### src/sv/chw_pkg.sv
// ----------------------------------------------------------------------------
// chw_pkg
// Types and constants shared by the chip health watchdog modules.
// ----------------------------------------------------------------------------
`default_nettype none

package chw_pkg;

   // command codes of an input item
   localparam logic [1:0] OP_TICK   = 2'd0;
   localparam logic [1:0] OP_REPORT = 2'd1;
   localparam logic [1:0] OP_START  = 2'd2;

   // nonce report outcomes
   localparam logic [1:0] OUTC_VALID = 2'd0;
   localparam logic [1:0] OUTC_HWERR = 2'd1;
   localparam logic [1:0] OUTC_DUPE  = 2'd2;

   // watchdog action codes
   localparam logic [1:0] ACT_NONE    = 2'd0;
   localparam logic [1:0] ACT_TIMEOUT = 2'd1;
   localparam logic [1:0] ACT_ERRORS  = 2'd2;

   // configuration register indexes
   localparam int unsigned CSR_IDX_W  = 3;
   localparam int unsigned CSR_DATA_W = 16;
   localparam logic [CSR_IDX_W-1:0] CSR_CHIP_COUNT  = 3'd0;
   localparam logic [CSR_IDX_W-1:0] CSR_ENABLE_MASK = 3'd1;
   localparam logic [CSR_IDX_W-1:0] CSR_TIMEOUT     = 3'd2;
   localparam logic [CSR_IDX_W-1:0] CSR_ERROR_LIMIT = 3'd3;
   localparam logic [CSR_IDX_W-1:0] CSR_LOG_ONLY    = 3'd4;

   // grace added to the stamp on start and on an idle tick
   localparam logic [31:0] START_GRACE  = 32'd10;
   localparam logic [31:0] IDLE_GRACE   = 32'd20;
   localparam logic [15:0] ERR_RUN_MAX  = 16'hFFFF;

   localparam int unsigned REQ_DATA_W = 40;
   localparam int unsigned RSP_DATA_W = 168;

   typedef struct packed {
      logic [4:0]  chip_count;
      logic [15:0] enable_mask;
      logic [15:0] timeout_seconds;
      logic [15:0] error_limit;
      logic        log_only;
   } cfg_type;

   // one row of per-chip state held in the ram
   typedef struct packed {
      logic [31:0] last_active;
      logic [15:0] error_run;
      logic [31:0] valid_count;
      logic [31:0] dupe_count;
      logic [31:0] timeout_actions;
      logic [31:0] error_actions;
   } row_type;

   typedef struct packed {
      logic latch;
      logic rd;
      logic upd;
      logic use_chip;
      logic load_out;
   } dp_cmd_type;

   typedef struct packed {
      logic [1:0] op;
      logic       idle;
      logic       chip_ok;
      logic       at_end;
      logic       en_here;
      logic       hit;
   } dp_status_type;

endpackage

`default_nettype wire

### src/sv/chw_ram.sv
// ----------------------------------------------------------------------------
// chw_ram
// Generic single write port, single read port ram with registered read.
// ----------------------------------------------------------------------------
`default_nettype none

module chw_ram #(
   parameter int unsigned WIDTH = 8,
   parameter int unsigned DEPTH = 16
) (
   input  wire logic                                       clock,
   input  wire logic                                       wr_en,
   input  wire logic [((DEPTH > 1) ? $clog2(DEPTH) : 1)-1:0] wr_addr,
   input  wire logic [WIDTH-1:0]                           wr_data,
   input  wire logic                                       rd_en,
   input  wire logic [((DEPTH > 1) ? $clog2(DEPTH) : 1)-1:0] rd_addr,
   output logic      [WIDTH-1:0]                           rd_data
);

   logic [WIDTH-1:0] mem_ff [DEPTH];
   logic [WIDTH-1:0] rd_data_ff;

   always_ff @(posedge clock) begin
      if (wr_en) begin
         mem_ff[wr_addr] <= wr_data;
      end
      if (rd_en) begin
         rd_data_ff <= mem_ff[rd_addr];
      end
   end

   assign rd_data = rd_data_ff;

endmodule

`default_nettype wire

### src/sv/chw_ctrl.sv
// ----------------------------------------------------------------------------
// chw_ctrl
// Sequencer: walks the chips for start and tick items, drives the datapath.
// ----------------------------------------------------------------------------
`default_nettype none

module chw_ctrl #(
   parameter int unsigned MAX_CHIPS = 16
) (
   input  wire logic                                 clock,
   input  wire logic                                 reset,
   input  wire logic                                 req_tvalid,
   output logic                                      req_tready,
   output logic                                      rsp_tvalid,
   input  wire logic                                 rsp_tready,
   input  wire chw_pkg::dp_status_type               status,
   output chw_pkg::dp_cmd_type                       cmd,
   output logic [$clog2(MAX_CHIPS + 1)-1:0]          idx
);

   localparam int unsigned CW = $clog2(MAX_CHIPS + 1);

   typedef enum logic [2:0] {
      ST_IDLE,
      ST_WALK,
      ST_READ,
      ST_UPDATE,
      ST_STAT_RD,
      ST_STAT
   } state_type;

   state_type       state_ff, state_in;
   logic [CW-1:0]   idx_ff, idx_in;
   logic            rsp_valid_ff, rsp_valid_in;
   logic            busy_tick;

   assign busy_tick = (status.op == chw_pkg::OP_TICK) && !status.idle;

   always_comb begin
      state_in     = state_ff;
      idx_in       = idx_ff;
      rsp_valid_in = rsp_valid_ff;
      cmd          = '0;
      if (rsp_valid_ff && rsp_tready) begin
         rsp_valid_in = 1'b0;
      end
      case (state_ff)
         ST_IDLE: begin
            if (req_tvalid) begin
               cmd.latch = 1'b1;
               idx_in    = '0;
               state_in  = ST_WALK;
            end
         end
         ST_WALK: begin
            case (status.op)
               chw_pkg::OP_START, chw_pkg::OP_TICK: begin
                  if (status.at_end) begin
                     state_in = ST_STAT_RD;
                  end else if (busy_tick && !status.en_here) begin
                     idx_in = CW'(idx_ff + 1'b1);
                  end else begin
                     state_in = ST_READ;
                  end
               end
               chw_pkg::OP_REPORT: begin
                  state_in = status.chip_ok ? ST_READ : ST_STAT_RD;
               end
               default: begin
                  state_in = ST_STAT_RD;
               end
            endcase
         end
         ST_READ: begin
            cmd.rd       = 1'b1;
            cmd.use_chip = (status.op == chw_pkg::OP_REPORT);
            state_in     = ST_UPDATE;
         end
         ST_UPDATE: begin
            cmd.upd      = 1'b1;
            cmd.use_chip = (status.op == chw_pkg::OP_REPORT);
            if ((status.op == chw_pkg::OP_REPORT) || (busy_tick && status.hit)) begin
               state_in = ST_STAT_RD;
            end else begin
               idx_in   = CW'(idx_ff + 1'b1);
               state_in = ST_WALK;
            end
         end
         ST_STAT_RD: begin
            cmd.rd       = 1'b1;
            cmd.use_chip = 1'b1;
            state_in     = ST_STAT;
         end
         ST_STAT: begin
            // the read data holds until the output register is free
            if (!rsp_valid_ff || rsp_tready) begin
               cmd.load_out = 1'b1;
               rsp_valid_in = 1'b1;
               state_in     = ST_IDLE;
            end
         end
         default: begin
            state_in = ST_IDLE;
         end
      endcase
   end

   always_ff @(posedge clock) begin
      if (reset) begin
         state_ff     <= ST_IDLE;
         idx_ff       <= '0;
         rsp_valid_ff <= 1'b0;
      end else begin
         state_ff     <= state_in;
         idx_ff       <= idx_in;
         rsp_valid_ff <= rsp_valid_in;
      end
   end

   assign req_tready = (state_ff == ST_IDLE);
   assign rsp_tvalid = rsp_valid_ff;
   assign idx        = idx_ff;

endmodule

`default_nettype wire

### src/sv/chw_dp.sv
// ----------------------------------------------------------------------------
// chw_dp
// Datapath: item latch, per-chip state ram, row update, result registers.
// ----------------------------------------------------------------------------
`default_nettype none

module chw_dp #(
   parameter int unsigned MAX_CHIPS = 16
) (
   input  wire logic                            clock,
   input  wire logic                            reset,
   input  wire chw_pkg::cfg_type                cfg,
   input  wire logic [1:0]                      in_cmd,
   input  wire logic [31:0]                     in_now,
   input  wire logic [3:0]                      in_chip,
   input  wire logic [1:0]                      in_outcome,
   input  wire logic                            in_idle_pool,
   input  wire chw_pkg::dp_cmd_type             cmd,
   input  wire logic [$clog2(MAX_CHIPS + 1)-1:0] idx,
   output chw_pkg::dp_status_type               status,
   output logic [1:0]                           out_action,
   output logic                                 out_reset_sent,
   output logic [3:0]                           out_action_chip,
   output logic [31:0]                          out_total_resets,
   output logic [31:0]                          out_valid_count,
   output logic [31:0]                          out_dupe_count,
   output logic [31:0]                          out_timeout_resets,
   output logic [31:0]                          out_error_resets
);

   localparam int unsigned CW = $clog2(MAX_CHIPS + 1);
   localparam int unsigned AW = (MAX_CHIPS > 1) ? $clog2(MAX_CHIPS) : 1;
   localparam int unsigned RW = $bits(chw_pkg::row_type);

   // latched item
   logic [1:0]  op_ff;
   logic [31:0] now_ff;
   logic [3:0]  chip_ff;
   logic [1:0]  outcome_ff;
   logic        idle_ff;

   logic [MAX_CHIPS-1:0] row_valid_ff;
   logic [MAX_CHIPS-1:0] stamped_ff;
   logic [MAX_CHIPS-1:0] enabled_ff;
   logic                 rd_valid_ff;

   logic [1:0]  action_ff;
   logic        sent_ff;
   logic [3:0]  achip_ff;
   logic [31:0] total_ff;

   logic [1:0]  out_action_ff;
   logic        out_sent_ff;
   logic [3:0]  out_achip_ff;
   logic [31:0] out_total_ff;
   logic [31:0] out_valid_ff;
   logic [31:0] out_dupe_ff;
   logic [31:0] out_tout_ff;
   logic [31:0] out_err_ff;

   logic [CW-1:0]    chips_n;
   logic             chip_ok;
   logic [AW-1:0]    addr;
   logic [RW-1:0]    ram_q;
   chw_pkg::row_type old_row;
   chw_pkg::row_type new_row;
   logic             stamp_set;
   logic [31:0]      since;
   logic             timed_out;
   logic             too_many;
   logic             hit;
   logic             busy_tick;
   logic             en_bit;

   assign chips_n   = (32'(cfg.chip_count) > MAX_CHIPS) ? CW'(MAX_CHIPS)
                                                          : CW'(cfg.chip_count);
   assign chip_ok   = (32'(chip_ff) < MAX_CHIPS);
   assign addr      = cmd.use_chip ? AW'(chip_ff) : AW'(idx);
   assign busy_tick = (op_ff == chw_pkg::OP_TICK) && !idle_ff;
   // chips beyond the mask width come up disabled
   assign en_bit    = 1'(cfg.enable_mask >> idx);

   chw_ram #(
      .WIDTH (RW),
      .DEPTH (MAX_CHIPS)
   ) u_rows (
      .clock   (clock),
      .wr_en   (cmd.upd),
      .wr_addr (addr),
      .wr_data (new_row),
      .rd_en   (cmd.rd),
      .rd_addr (addr),
      .rd_data (ram_q)
   );

   // rows never written read as zero
   assign old_row = rd_valid_ff ? chw_pkg::row_type'(ram_q) : '0;

   // signed age must be non-negative and at least the timeout
   assign since     = now_ff - old_row.last_active;
   assign timed_out = stamped_ff[addr] && !since[31] &&
                      (since >= 32'(cfg.timeout_seconds));
   assign too_many  = (old_row.error_run > cfg.error_limit);
   assign hit       = timed_out || too_many;

   always_comb begin
      new_row   = old_row;
      stamp_set = 1'b0;
      case (op_ff)
         chw_pkg::OP_START: begin
            new_row.last_active = now_ff + chw_pkg::START_GRACE;
            stamp_set           = 1'b1;
         end
         chw_pkg::OP_REPORT: begin
            case (outcome_ff)
               chw_pkg::OUTC_VALID: begin
                  new_row.last_active = now_ff;
                  new_row.error_run   = '0;
                  new_row.valid_count = old_row.valid_count + 32'd1;
                  stamp_set           = 1'b1;
               end
               chw_pkg::OUTC_HWERR: begin
                  new_row.last_active = now_ff;
                  if (old_row.error_run != chw_pkg::ERR_RUN_MAX) begin
                     new_row.error_run = old_row.error_run + 16'd1;
                  end
                  stamp_set = 1'b1;
               end
               chw_pkg::OUTC_DUPE: begin
                  new_row.dupe_count = old_row.dupe_count + 32'd1;
               end
               default: begin
                  new_row = old_row;
               end
            endcase
         end
         chw_pkg::OP_TICK: begin
            if (idle_ff) begin
               new_row.error_run = '0;
               if (stamped_ff[addr]) begin
                  new_row.last_active = now_ff + chw_pkg::IDLE_GRACE;
               end
            end else if (hit) begin
               new_row.last_active = now_ff;
               new_row.error_run   = '0;
               stamp_set           = 1'b1;
               if (timed_out) begin
                  new_row.timeout_actions = old_row.timeout_actions + 32'd1;
               end else begin
                  new_row.error_actions = old_row.error_actions + 32'd1;
               end
            end
         end
         default: begin
            new_row = old_row;
         end
      endcase
   end

   // item latch and result payload
   always_ff @(posedge clock) begin
      if (cmd.latch) begin
         op_ff      <= in_cmd;
         now_ff     <= in_now;
         chip_ff    <= in_chip;
         outcome_ff <= in_outcome;
         idle_ff    <= in_idle_pool;
         action_ff  <= chw_pkg::ACT_NONE;
         sent_ff    <= 1'b0;
         achip_ff   <= '0;
      end else if (cmd.upd && busy_tick && hit) begin
         action_ff <= timed_out ? chw_pkg::ACT_TIMEOUT : chw_pkg::ACT_ERRORS;
         sent_ff   <= !cfg.log_only;
         achip_ff  <= 4'(idx);
      end
      if (cmd.rd) begin
         rd_valid_ff <= row_valid_ff[addr];
      end
      if (cmd.load_out) begin
         out_action_ff <= action_ff;
         out_sent_ff   <= sent_ff;
         out_achip_ff  <= achip_ff;
         out_total_ff  <= total_ff;
         out_valid_ff  <= chip_ok ? old_row.valid_count : '0;
         out_dupe_ff   <= chip_ok ? old_row.dupe_count : '0;
         out_tout_ff   <= chip_ok ? old_row.timeout_actions : '0;
         out_err_ff    <= chip_ok ? old_row.error_actions : '0;
      end
   end

   // per-chip flags and the action total
   always_ff @(posedge clock) begin
      if (reset) begin
         row_valid_ff <= '0;
         stamped_ff   <= '0;
         enabled_ff   <= '0;
         total_ff     <= '0;
      end else if (cmd.upd) begin
         row_valid_ff[addr] <= 1'b1;
         if (stamp_set) begin
            stamped_ff[addr] <= 1'b1;
         end
         if (op_ff == chw_pkg::OP_START) begin
            enabled_ff[addr] <= en_bit;
         end
         if (busy_tick && hit) begin
            total_ff <= total_ff + 32'd1;
         end
      end
   end

   assign status.op      = op_ff;
   assign status.idle    = idle_ff;
   assign status.chip_ok = chip_ok;
   assign status.at_end  = (idx >= chips_n);
   assign status.en_here = enabled_ff[AW'(idx)];
   assign status.hit     = hit;

   assign out_action         = out_action_ff;
   assign out_reset_sent     = out_sent_ff;
   assign out_action_chip    = out_achip_ff;
   assign out_total_resets   = out_total_ff;
   assign out_valid_count    = out_valid_ff;
   assign out_dupe_count     = out_dupe_ff;
   assign out_timeout_resets = out_tout_ff;
   assign out_error_resets   = out_err_ff;

endmodule

`default_nettype wire

### src/sv/chip_health_watchdog_unit.sv
// ----------------------------------------------------------------------------
// chip_health_watchdog_unit
// Health monitor for a board of hash chips: start, nonce report and tick items.
// ----------------------------------------------------------------------------
//
//  channel  | direction | beat contents
//  ---------+-----------+--------------------------------------------------
//  req_     | in        | tuser: cmd; tdata: now, chip, outcome, idle_pool
//  rsp_     | out       | tdata: action, flags, chip, totals, chip counters
//  csr_     | in        | register index and write data, always ready
//
//  Each item is handled by a read-modify-write of the row ram through one
//  shared address: a report updates the row of its chip, a start or idle tick
//  every chip in use, a busy tick each enabled chip up to the first hit.
//  A new item is taken whenever the sequencer is idle, even while the last
//  result waits; a stalled result holds the sequencer before its output load.
//  Reset clears the per-chip flags, the action total and control state.
// ----------------------------------------------------------------------------
`default_nettype none

module chip_health_watchdog_unit #(
   parameter int unsigned MAX_CHIPS = 16
) (
   input  wire logic                            clock,
   input  wire logic                            reset,
   // req_tdata: now_seconds[31:0], chip[35:32], outcome[37:36], idle_pool[38]
   input  wire logic [chw_pkg::REQ_DATA_W-1:0]  req_tdata,
   // req_tuser: cmd[1:0]
   input  wire logic [1:0]                      req_tuser,
   input  wire logic                            req_tvalid,
   output logic                                 req_tready,
   // rsp_tdata: action[1:0], reset_sent[2], action_chip[6:3],
   // total_resets[38:7], chip_valid_count[70:39], chip_dupe_count[102:71],
   // chip_timeout_resets[134:103], chip_error_resets[166:135]
   output logic [chw_pkg::RSP_DATA_W-1:0]       rsp_tdata,
   output logic                                 rsp_tvalid,
   input  wire logic                            rsp_tready,
   input  wire logic                            csr_valid,
   output logic                                 csr_ready,
   input  wire logic [chw_pkg::CSR_IDX_W-1:0]   csr_index,
   input  wire logic [chw_pkg::CSR_DATA_W-1:0]  csr_data
);

   localparam int unsigned CW = $clog2(MAX_CHIPS + 1);

   chw_pkg::cfg_type       cfg_ff;
   chw_pkg::dp_cmd_type    cmd;
   chw_pkg::dp_status_type status;
   logic [CW-1:0]          idx;

   logic [1:0]  action;
   logic        reset_sent;
   logic [3:0]  action_chip;
   logic [31:0] total_resets;
   logic [31:0] valid_count;
   logic [31:0] dupe_count;
   logic [31:0] timeout_resets;
   logic [31:0] error_resets;

   assign csr_ready = 1'b1;

   always_ff @(posedge clock) begin
      if (reset) begin
         cfg_ff.chip_count      <= 5'd16;
         cfg_ff.enable_mask     <= 16'hFFFF;
         cfg_ff.timeout_seconds <= 16'd10;
         cfg_ff.error_limit     <= 16'd10;
         cfg_ff.log_only        <= 1'b1;
      end else if (csr_valid) begin
         case (csr_index)
            chw_pkg::CSR_CHIP_COUNT:  cfg_ff.chip_count      <= csr_data[4:0];
            chw_pkg::CSR_ENABLE_MASK: cfg_ff.enable_mask     <= csr_data;
            chw_pkg::CSR_TIMEOUT:     cfg_ff.timeout_seconds <= csr_data;
            chw_pkg::CSR_ERROR_LIMIT: cfg_ff.error_limit     <= csr_data;
            chw_pkg::CSR_LOG_ONLY:    cfg_ff.log_only        <= csr_data[0];
            default: begin
               cfg_ff <= cfg_ff;
            end
         endcase
      end
   end

   chw_ctrl #(
      .MAX_CHIPS (MAX_CHIPS)
   ) u_ctrl (
      .clock      (clock),
      .reset      (reset),
      .req_tvalid (req_tvalid),
      .req_tready (req_tready),
      .rsp_tvalid (rsp_tvalid),
      .rsp_tready (rsp_tready),
      .status     (status),
      .cmd        (cmd),
      .idx        (idx)
   );

   chw_dp #(
      .MAX_CHIPS (MAX_CHIPS)
   ) u_dp (
      .clock              (clock),
      .reset              (reset),
      .cfg                (cfg_ff),
      .in_cmd             (req_tuser),
      .in_now             (req_tdata[31:0]),
      .in_chip            (req_tdata[35:32]),
      .in_outcome         (req_tdata[37:36]),
      .in_idle_pool       (req_tdata[38]),
      .cmd                (cmd),
      .idx                (idx),
      .status             (status),
      .out_action         (action),
      .out_reset_sent     (reset_sent),
      .out_action_chip    (action_chip),
      .out_total_resets   (total_resets),
      .out_valid_count    (valid_count),
      .out_dupe_count     (dupe_count),
      .out_timeout_resets (timeout_resets),
      .out_error_resets   (error_resets)
   );

   assign rsp_tdata = {1'b0, error_resets, timeout_resets, dupe_count, valid_count,
                       total_resets, action_chip, reset_sent, action};

   // a taken item leaves the sequencer busy in the cycle after it is taken
   assert property (@(posedge clock) disable iff (reset)
      (req_tvalid && req_tready) |=> !req_tready)
      else $error("sequencer took a second item back to back");

   // no action means no reset and no chip named
   assert property (@(posedge clock) disable iff (reset)
      (rsp_tvalid && (rsp_tdata[1:0] == chw_pkg::ACT_NONE))
         |-> (rsp_tdata[6:2] == 5'd0))
      else $error("reset or chip reported without an action");

   // an action always names a chip that exists
   assert property (@(posedge clock) disable iff (reset)
      (rsp_tvalid && (rsp_tdata[1:0] != chw_pkg::ACT_NONE))
         |-> (32'(rsp_tdata[6:3]) < MAX_CHIPS))
      else $error("action names a chip beyond the board");

endmodule

`default_nettype wire

### config.mk
export PLATFORM = sky130hd
export DESIGN_NAME = chip_health_watchdog_unit
export DESIGN_NICKNAME = d
export VERILOG_FILES = /design/src/sv/chw_pkg.sv /design/src/sv/chw_ram.sv /design/src/sv/chw_ctrl.sv /design/src/sv/chw_dp.sv /design/src/sv/chip_health_watchdog_unit.sv
export SDC_FILE = /design/constraint.sdc
export NUM_CORES = 2
export LEC_CHECK = 0
export ABC_CLOCK_PERIOD_IN_PS = 17700
export BUFFER_PORTS_ARGS = -buffer_cell sky130_fd_sc_hd__buf_2
export CORE_ASPECT_RATIO = 1.2
export CORE_MARGIN = 2
export CORE_UTILIZATION = 63
export DETAILED_ROUTE_END_ITERATION = 8
export MAX_ROUTING_LAYER = met4
export PLACE_DENSITY = 0.78
export REMOVE_ABC_BUFFERS = 1
export SYNTH_ARGS = -nofsm -noshare
export SYNTH_HDL_FRONTEND = slang
export SYNTH_HIERARCHICAL = 1
export SYNTH_SLANG_ARGS = --single-unit
### constraint.sdc
create_clock -name clock -period 17.7 [get_ports clock]
set_input_delay 3.54 -clock clock [delete_from_list [all_inputs] [get_ports clock]]
set_output_delay 3.54 -clock clock [all_outputs]
set_load 0.02 [all_outputs]
# Word-level counts from Yosys, hierarchy flattened

Memory sizes are Yosys's and may differ from the RTL's. A register that Yosys moved wholly into a read port is not among the register bits.
Index checks and enable logic that the tools add are counted.

Add/sub/neg operators: 10
Magnitude comparators: 7
Eq/ne operators: 21
Shift-type cells: 1
Multiplexer cells: 57
Bitwise operators: 2
Reductions and logical operators: 36

Operators with widths:

| cell                    | count |
|---|---|
| $mux W64                | 4 |
| $mux W176               | 1 |
| $add A32 B1 Y32 const B | 5 |
| $mux W32                | 5 |
| $mux W48                | 2 |
| $pmux W32 S3            | 1 |
| $pmux W48 S2            | 1 |
| $add A32 B4 Y32 const B | 1 |
| $add A32 B5 Y32 const B | 1 |
| $ge A32 B16 Y1          | 1 |
| $or A16 B16 Y16         | 2 |
| $pmux W16 S2            | 1 |
| $sub A32 B32 Y32        | 1 |
| $mux W5                 | 6 |
| $mux W1                 | 18 |
| $pmux W3 S6             | 1 |
| $add A16 B1 Y16 const B | 1 |
| $bwmux W16              | 1 |
| $gt A16 B16 Y1          | 1 |
| $mux W16                | 1 |
| $ne A16 B16 Y1 const B  | 1 |
| $reduce_and A2 Y1       | 8 |
| $shr A16 B5 Y1          | 1 |
| $mux W3                 | 5 |
| 30 further kinds        | 64 |

Bits in registers: 359
Bits in writable memories: 2816
Bits of input ports: 66
Memories kept: 1

Memory list:

| name               | words | bits a word | rd ports | clocked after Yosys merged registers in | write ports | line          | source |
|---|---|---|---|---|---|---|---|
| u_dp.u_rows.mem_ff | 16    | 176         | 1        | 1                                       | 1           | chw_ram.sv:20 | `logic [WIDTH-1:0] mem_ff [DEPTH];` |

# Logic depth before layout (Yosys ltp)

Depth after elaboration: 13
Depth in mapped cells: 31

# Cells and area by module

The synthesis kept the hierarchy.

Modules (own cells, without submodules):

| module                    | instances | cells an instance | area each (µm²) | sequential area each (µm²) |
|---|---|---|---|---|
| chw_ram                   | 1         | 4601              | 110896.4        | 89846.2 |
| chw_dp                    | 1         | 2426              | 20942.6         | 8017.7 |
| chip_health_watchdog_unit | 1         | 221               | 2249.7          | 1081.0 |
| chw_ctrl                  | 1         | 89                | 691.9           | 180.2 |

# Worst setup path after synthesis

Ideal clock, no wire load.

Path type: register -> register
From: register u_ctrl.state_ff[1]
To: memory u_dp/u_rows/mem_ff[0][0] (netlist bit), enable pin
Arrival time: 14.217 ns
Slack: 2.556 ns
Stages on the path, launching flop included: 9
Clock period less this slack: 15.144 ns
Path through: dfxtp_1 -> clkbuf_1 -> nand2_1 -> o32ai_1 -> buf_4 -> mux2i_1 -> inv_1 -> or3b_2 -> nor3_1

RTL lines:

| what                   | line            | source |
|---|---|---|
| from (decl)            | chw_ctrl.sv:32  | `state_type state_ff, state_in;` |
| from (signal assigned) | chw_ctrl.sv:114 | `state_ff <= state_in;` |
| to (decl)              | chw_ram.sv:20   |  |

==> impl_metrics.json <==
{
  "ios": 237,
  "slew_violations": 0,
  "fp.dieArea_mm2": 0.218,
  "pwr-share-comb": 0.099,
  "synthAdderAreaFrac": 0.00758,
  "synth_compound_area_frac": 0.0482,
  "dp_cells": 10112,
  "syn_avg_cell_area_um2": 18.4,
  "setup_viol": 0,
  "routed_wl_um": 342000,
  "synth-seq-area-share": 0.735,
  "cts.sinks": 3351,
  "slew_headroom": 0.0527,
  "grt_max_degree": 156,
  "synth_area_mm2": 0.135,
  "cts_max_path_buffers": 4,
  "fp-row-count": 186,
  "rr_endpoint": "u_dp/u_rows/mem_ff[1][46]$_DFFE_PP_",
  "synth-main-ff-cell": "edfxtp_1",
  "grt.overflow.total": 0,
  "fin_cells": 10682,
  "core_mm2": 0.213,
  "r2r_setup_slack_ns": 9.64,
  "synth-simple-area-share": 0.0494,
  "num_vias": 73935,
  "synth_top_family_by_area": "multiplexers",
  "critPathMaxFanout": 142,
  "synthXorXnorAreaFrac": 0.0122,
  "grt_first_pass_wirelength_um": 497000,
  "switchingPower_mw": 4.04,
  "p_clk_frac": 0.387,
  "grtUsageTotal": 0.325,
  "grt_pass1_vias": 75074,
  "p_leak_nw": 47.5,
  "cts_buffers": 325,
  "ys.warnings.count": 6,
  "clk-insertion-delay-late_ns": 0.97,
  "drive_above_1_share": 0.212,
  "fin_util": 0.700,
  "fill_cells": 12468,
  "end_kind": "flip-flop",
  "post_cts_buffers": 0,
  "die-height_um": 511,
  "critPathKind": "flip-flop to flip-flop",
  "seqPwrFrac": 0.514,
  "arrival_ns": 8.63,
  "ant_nets": 0,
  "hold_buffers": 0,
  "hp-start": "u_dp/action_ff[0]$_SDFFE_PP0P_",
  "p_per_area_mw_per_mm2": 118,
  "cts_resized": 0,
  "place.gp.congestion": 0.949,
  "largest_reg_flops": 2816,
  "maxCapViolations": 0,
  "synth-seq-cells": 3351,
  "tightest_slew_ns": 1.41,
  "critPathLaunchType": "flip-flop",
  "worst_ir_drop_vdd_mv": 0.115,
  "area_growth_pct": 10.9,
  "h-tree-depth": 5,
  "power.share.switching": 0.229,
  "hold_path_class": "flip-flop to flip-flop",
  "first_iter_violations": 9851,
  "rsz0062_at_grt": "no",
  "largest_register": "u_dp/u_rows/mem_ff",
  "finalCriticalPeriod_ns": 8.06,
  "drcViolationCount": 0,
  "internal_power_mw": 13.6,
  "dr.pass1.iters": 8,
  "cts-root-buf": "clkbuf_16",
  "cts_tree": "built",
  "wire_per_inst_um": 32.0,
  "whs_endpoint": "u_dp/out_action[0]$_DFFE_PP_",
  "clkTransAtPathRegs_ns": 0.06,
  "status": "completed",
  "io_buffers": 233,
  "syn_inst": 7337,
  "dpl.hpwl_um": 174000,
  "cp.required_ns": 18.27,
  "fp.dieW_um": 426,
  "fin_skew_ns": 0.0721,
  "start_util": 0.632,
  "worstReg2RegStart": "u_ctrl/state_ff[2]$_SDFFE_PP0P_",
  "finalSetupTns_ns": 0,
  "r2r_cells": 15,
  "synth_edf_count": 3201,
  "vias_per_cell": 6.92,
  "whs_path_depth": 0,
  "nets": 7768,
  "max_freq_ghz": 0.124,
  "antenna_found_initial": 10,
  "synthDistinctLibCells": 108,
  "period_share": 0.455,
  "hold_viol": 0,
  "synth-async-reset-ratio": 0,
  "synth_mux_area_frac": 0.128
}
-- layout by cell type, fill, tap and decap left out, types with 103 or more instances in the layout --
cell / instances
mux2i_1: 118
nand3_1: 103
inv_1: 139
dfxtp_1: 150
o21ai_0: 139
xnor2_1: 120
a21oi_1: 174
clkbuf_16: 332
buf_4: 131
nor2_1: 215
a22oi_1: 325
edfxtp_1: 3201
mux4_2: 669
buf_2: 232
and2_1: 146
nand2_1: 426
-- cells in the mapped netlist (all sizes together) (5+ instances only) --
library cell / instances / area (um2)
a2111oi: 5 / 45.0
a211oi: 11 / 87.6
a21boi: 8 / 71.3
a21o: 23 / 173
a21oi: 179 / 918
a221oi: 22 / 199
a22o: 14 / 123
a22oi: 325 / 2440
a311oi: 5 / 43.8
a31oi: 18 / 113
and2: 155 / 970
and3: 50 / 313
and4: 13 / 114
buf: 194 / 1120
clkbuf: 230 / 867
dfxtp: 150 / 3000
edfxtp: 3201 / 96100
ha: 80 / 1000
inv: 143 / 537
mux2: 91 / 1030
mux2i: 119 / 1200
mux4: 669 / 15100
nand2: 427 / 1610
nand2b: 88 / 551
nand3: 104 / 526
nand3b: 5 / 37.5
nand4: 60 / 382
nor2: 231 / 872
nor2b: 48 / 305
nor3: 38 / 190
nor3b: 5 / 42.5
nor4: 22 / 174
nor4b: 5 / 65.1
o211ai: 29 / 218
o21a: 12 / 90.1
o21ai: 158 / 791
o221ai: 41 / 359
o22a: 9 / 78.8
o22ai: 21 / 131
o31ai: 27 / 216
or2: 7 / 43.8
or3: 30 / 188
or4: 23 / 173
xnor2: 120 / 1050
xor2: 67 / 587
-- metrics by stage --
stage | total power, mW | hold slack, ns | setup WS (ns) | instance area, um2
3_5_place_dp | 10.9 | 0.424 | 9.87 | 139000
2_1_floorplan | 10.8 | 0.408 | -38.45 | 133000
3_3_place_gp | 10.9 | 0.418 | 10.01 | 139000
5_1_grt | 18.1 | 0.440 | 9.35 | 149000
4_1_cts | 17.7 | 0.418 | 9.77 | 149000
6_report | 17.6 | 0.418 | 9.64 | 149000
-- metal layers --
metal | track usage | up-vias | part of all wire
met5 | - | - | 0
met4 | 0.138 | 0 | 0.048
met3 | 0.0559 | 959 | 0.11
met2 | 0.509 | 5023 | 0.49
met1 | 0.425 | 37850 | 0.35
li1 | - | 30103 | -
-- critical path, cell delays in order (launching register included) --
cell and delay [ns]:
dfxtp_1 0.47, inv_1 0.26, nand2_1 0.16, o32ai_1 0.90
mux2i_4 0.78, inv_16 0.38, mux2i_1 0.22, mux4_2 0.51
nand2_1 0.13, o31ai_4 0.09, buf_4 0.36, nor2_2 0.21
mux2_4 0.32, nand4_1 0.94, or4_1 0.84, xnor2_1 1.02
-- area by class of cell --
| type | count | area [um2] | area share |
|---|---|---|---|
| Sequential cell | 3351 | 99100 | 0.663 |
| Inverter | 144 | 574 | 0.00384 |
| Timing Repair Buffer | 381 | 2480 | 0.0166 |
| Antenna cell | 10 | 25.0 | 0.000167 |
| Clock buffer | 392 | 8590 | 0.0575 |
| Clock inverter | 166 | 1740 | 0.0117 |
| Tap cell | 2820 | 3530 | 0.0236 |
| Multi-Input combinational cell | 3418 | 33300 | 0.223 |
-- power by group through the flow --
stage	combinational (mW)	clock, mW	sequential (mW)
global route	1.87	7.15	9.06
detailed placement	1.70	0	9.22
global placement	1.65	0	9.22
CTS	1.73	6.89	9.05
finish	1.74	6.82	9.06
floorplan	1.55	0	9.23
-- worst max path at each step --
| stage | start | to |
|---|---|---|
| floorplan | u_dp/op_ff[0]$_DFFE_PP_ | u_dp/u_rows/mem_ff[0][0]$_DFFE_PP_ |
| detailed placement | u_ctrl/state_ff[2]$_SDFFE_PP0P_ | u_dp/u_rows/mem_ff[8][46]$_DFFE_PP_ |
| finish | u_ctrl/state_ff[2]$_SDFFE_PP0P_ | u_dp/u_rows/mem_ff[1][46]$_DFFE_PP_ |
| global placement | u_ctrl/state_ff[2]$_SDFFE_PP0P_ | u_dp/u_rows/mem_ff[12][46]$_DFFE_PP_ |
| global route | u_ctrl/state_ff[2]$_SDFFE_PP0P_ | u_dp/u_rows/mem_ff[0][46]$_DFFE_PP_ |
| CTS | u_ctrl/state_ff[2]$_SDFFE_PP0P_ | u_dp/u_rows/mem_ff[3][46]$_DFFE_PP_ |
-- kinds of logic (layout without fill, tap and decap cells) --
logic type                 count (synthesis)  in the layout
xor gates and xnor gates                 187            187
DFF                                     3351           3351
adders and majority gates                 81             81
buffers and inverters                    568           1083
muxes                                    879            879
and+or+nand+nor                         1321           1321
AOI/OAI and AO/OA                        947            947
other                                      3             13
Note: power is estimated with default switching activity, not from simulation.
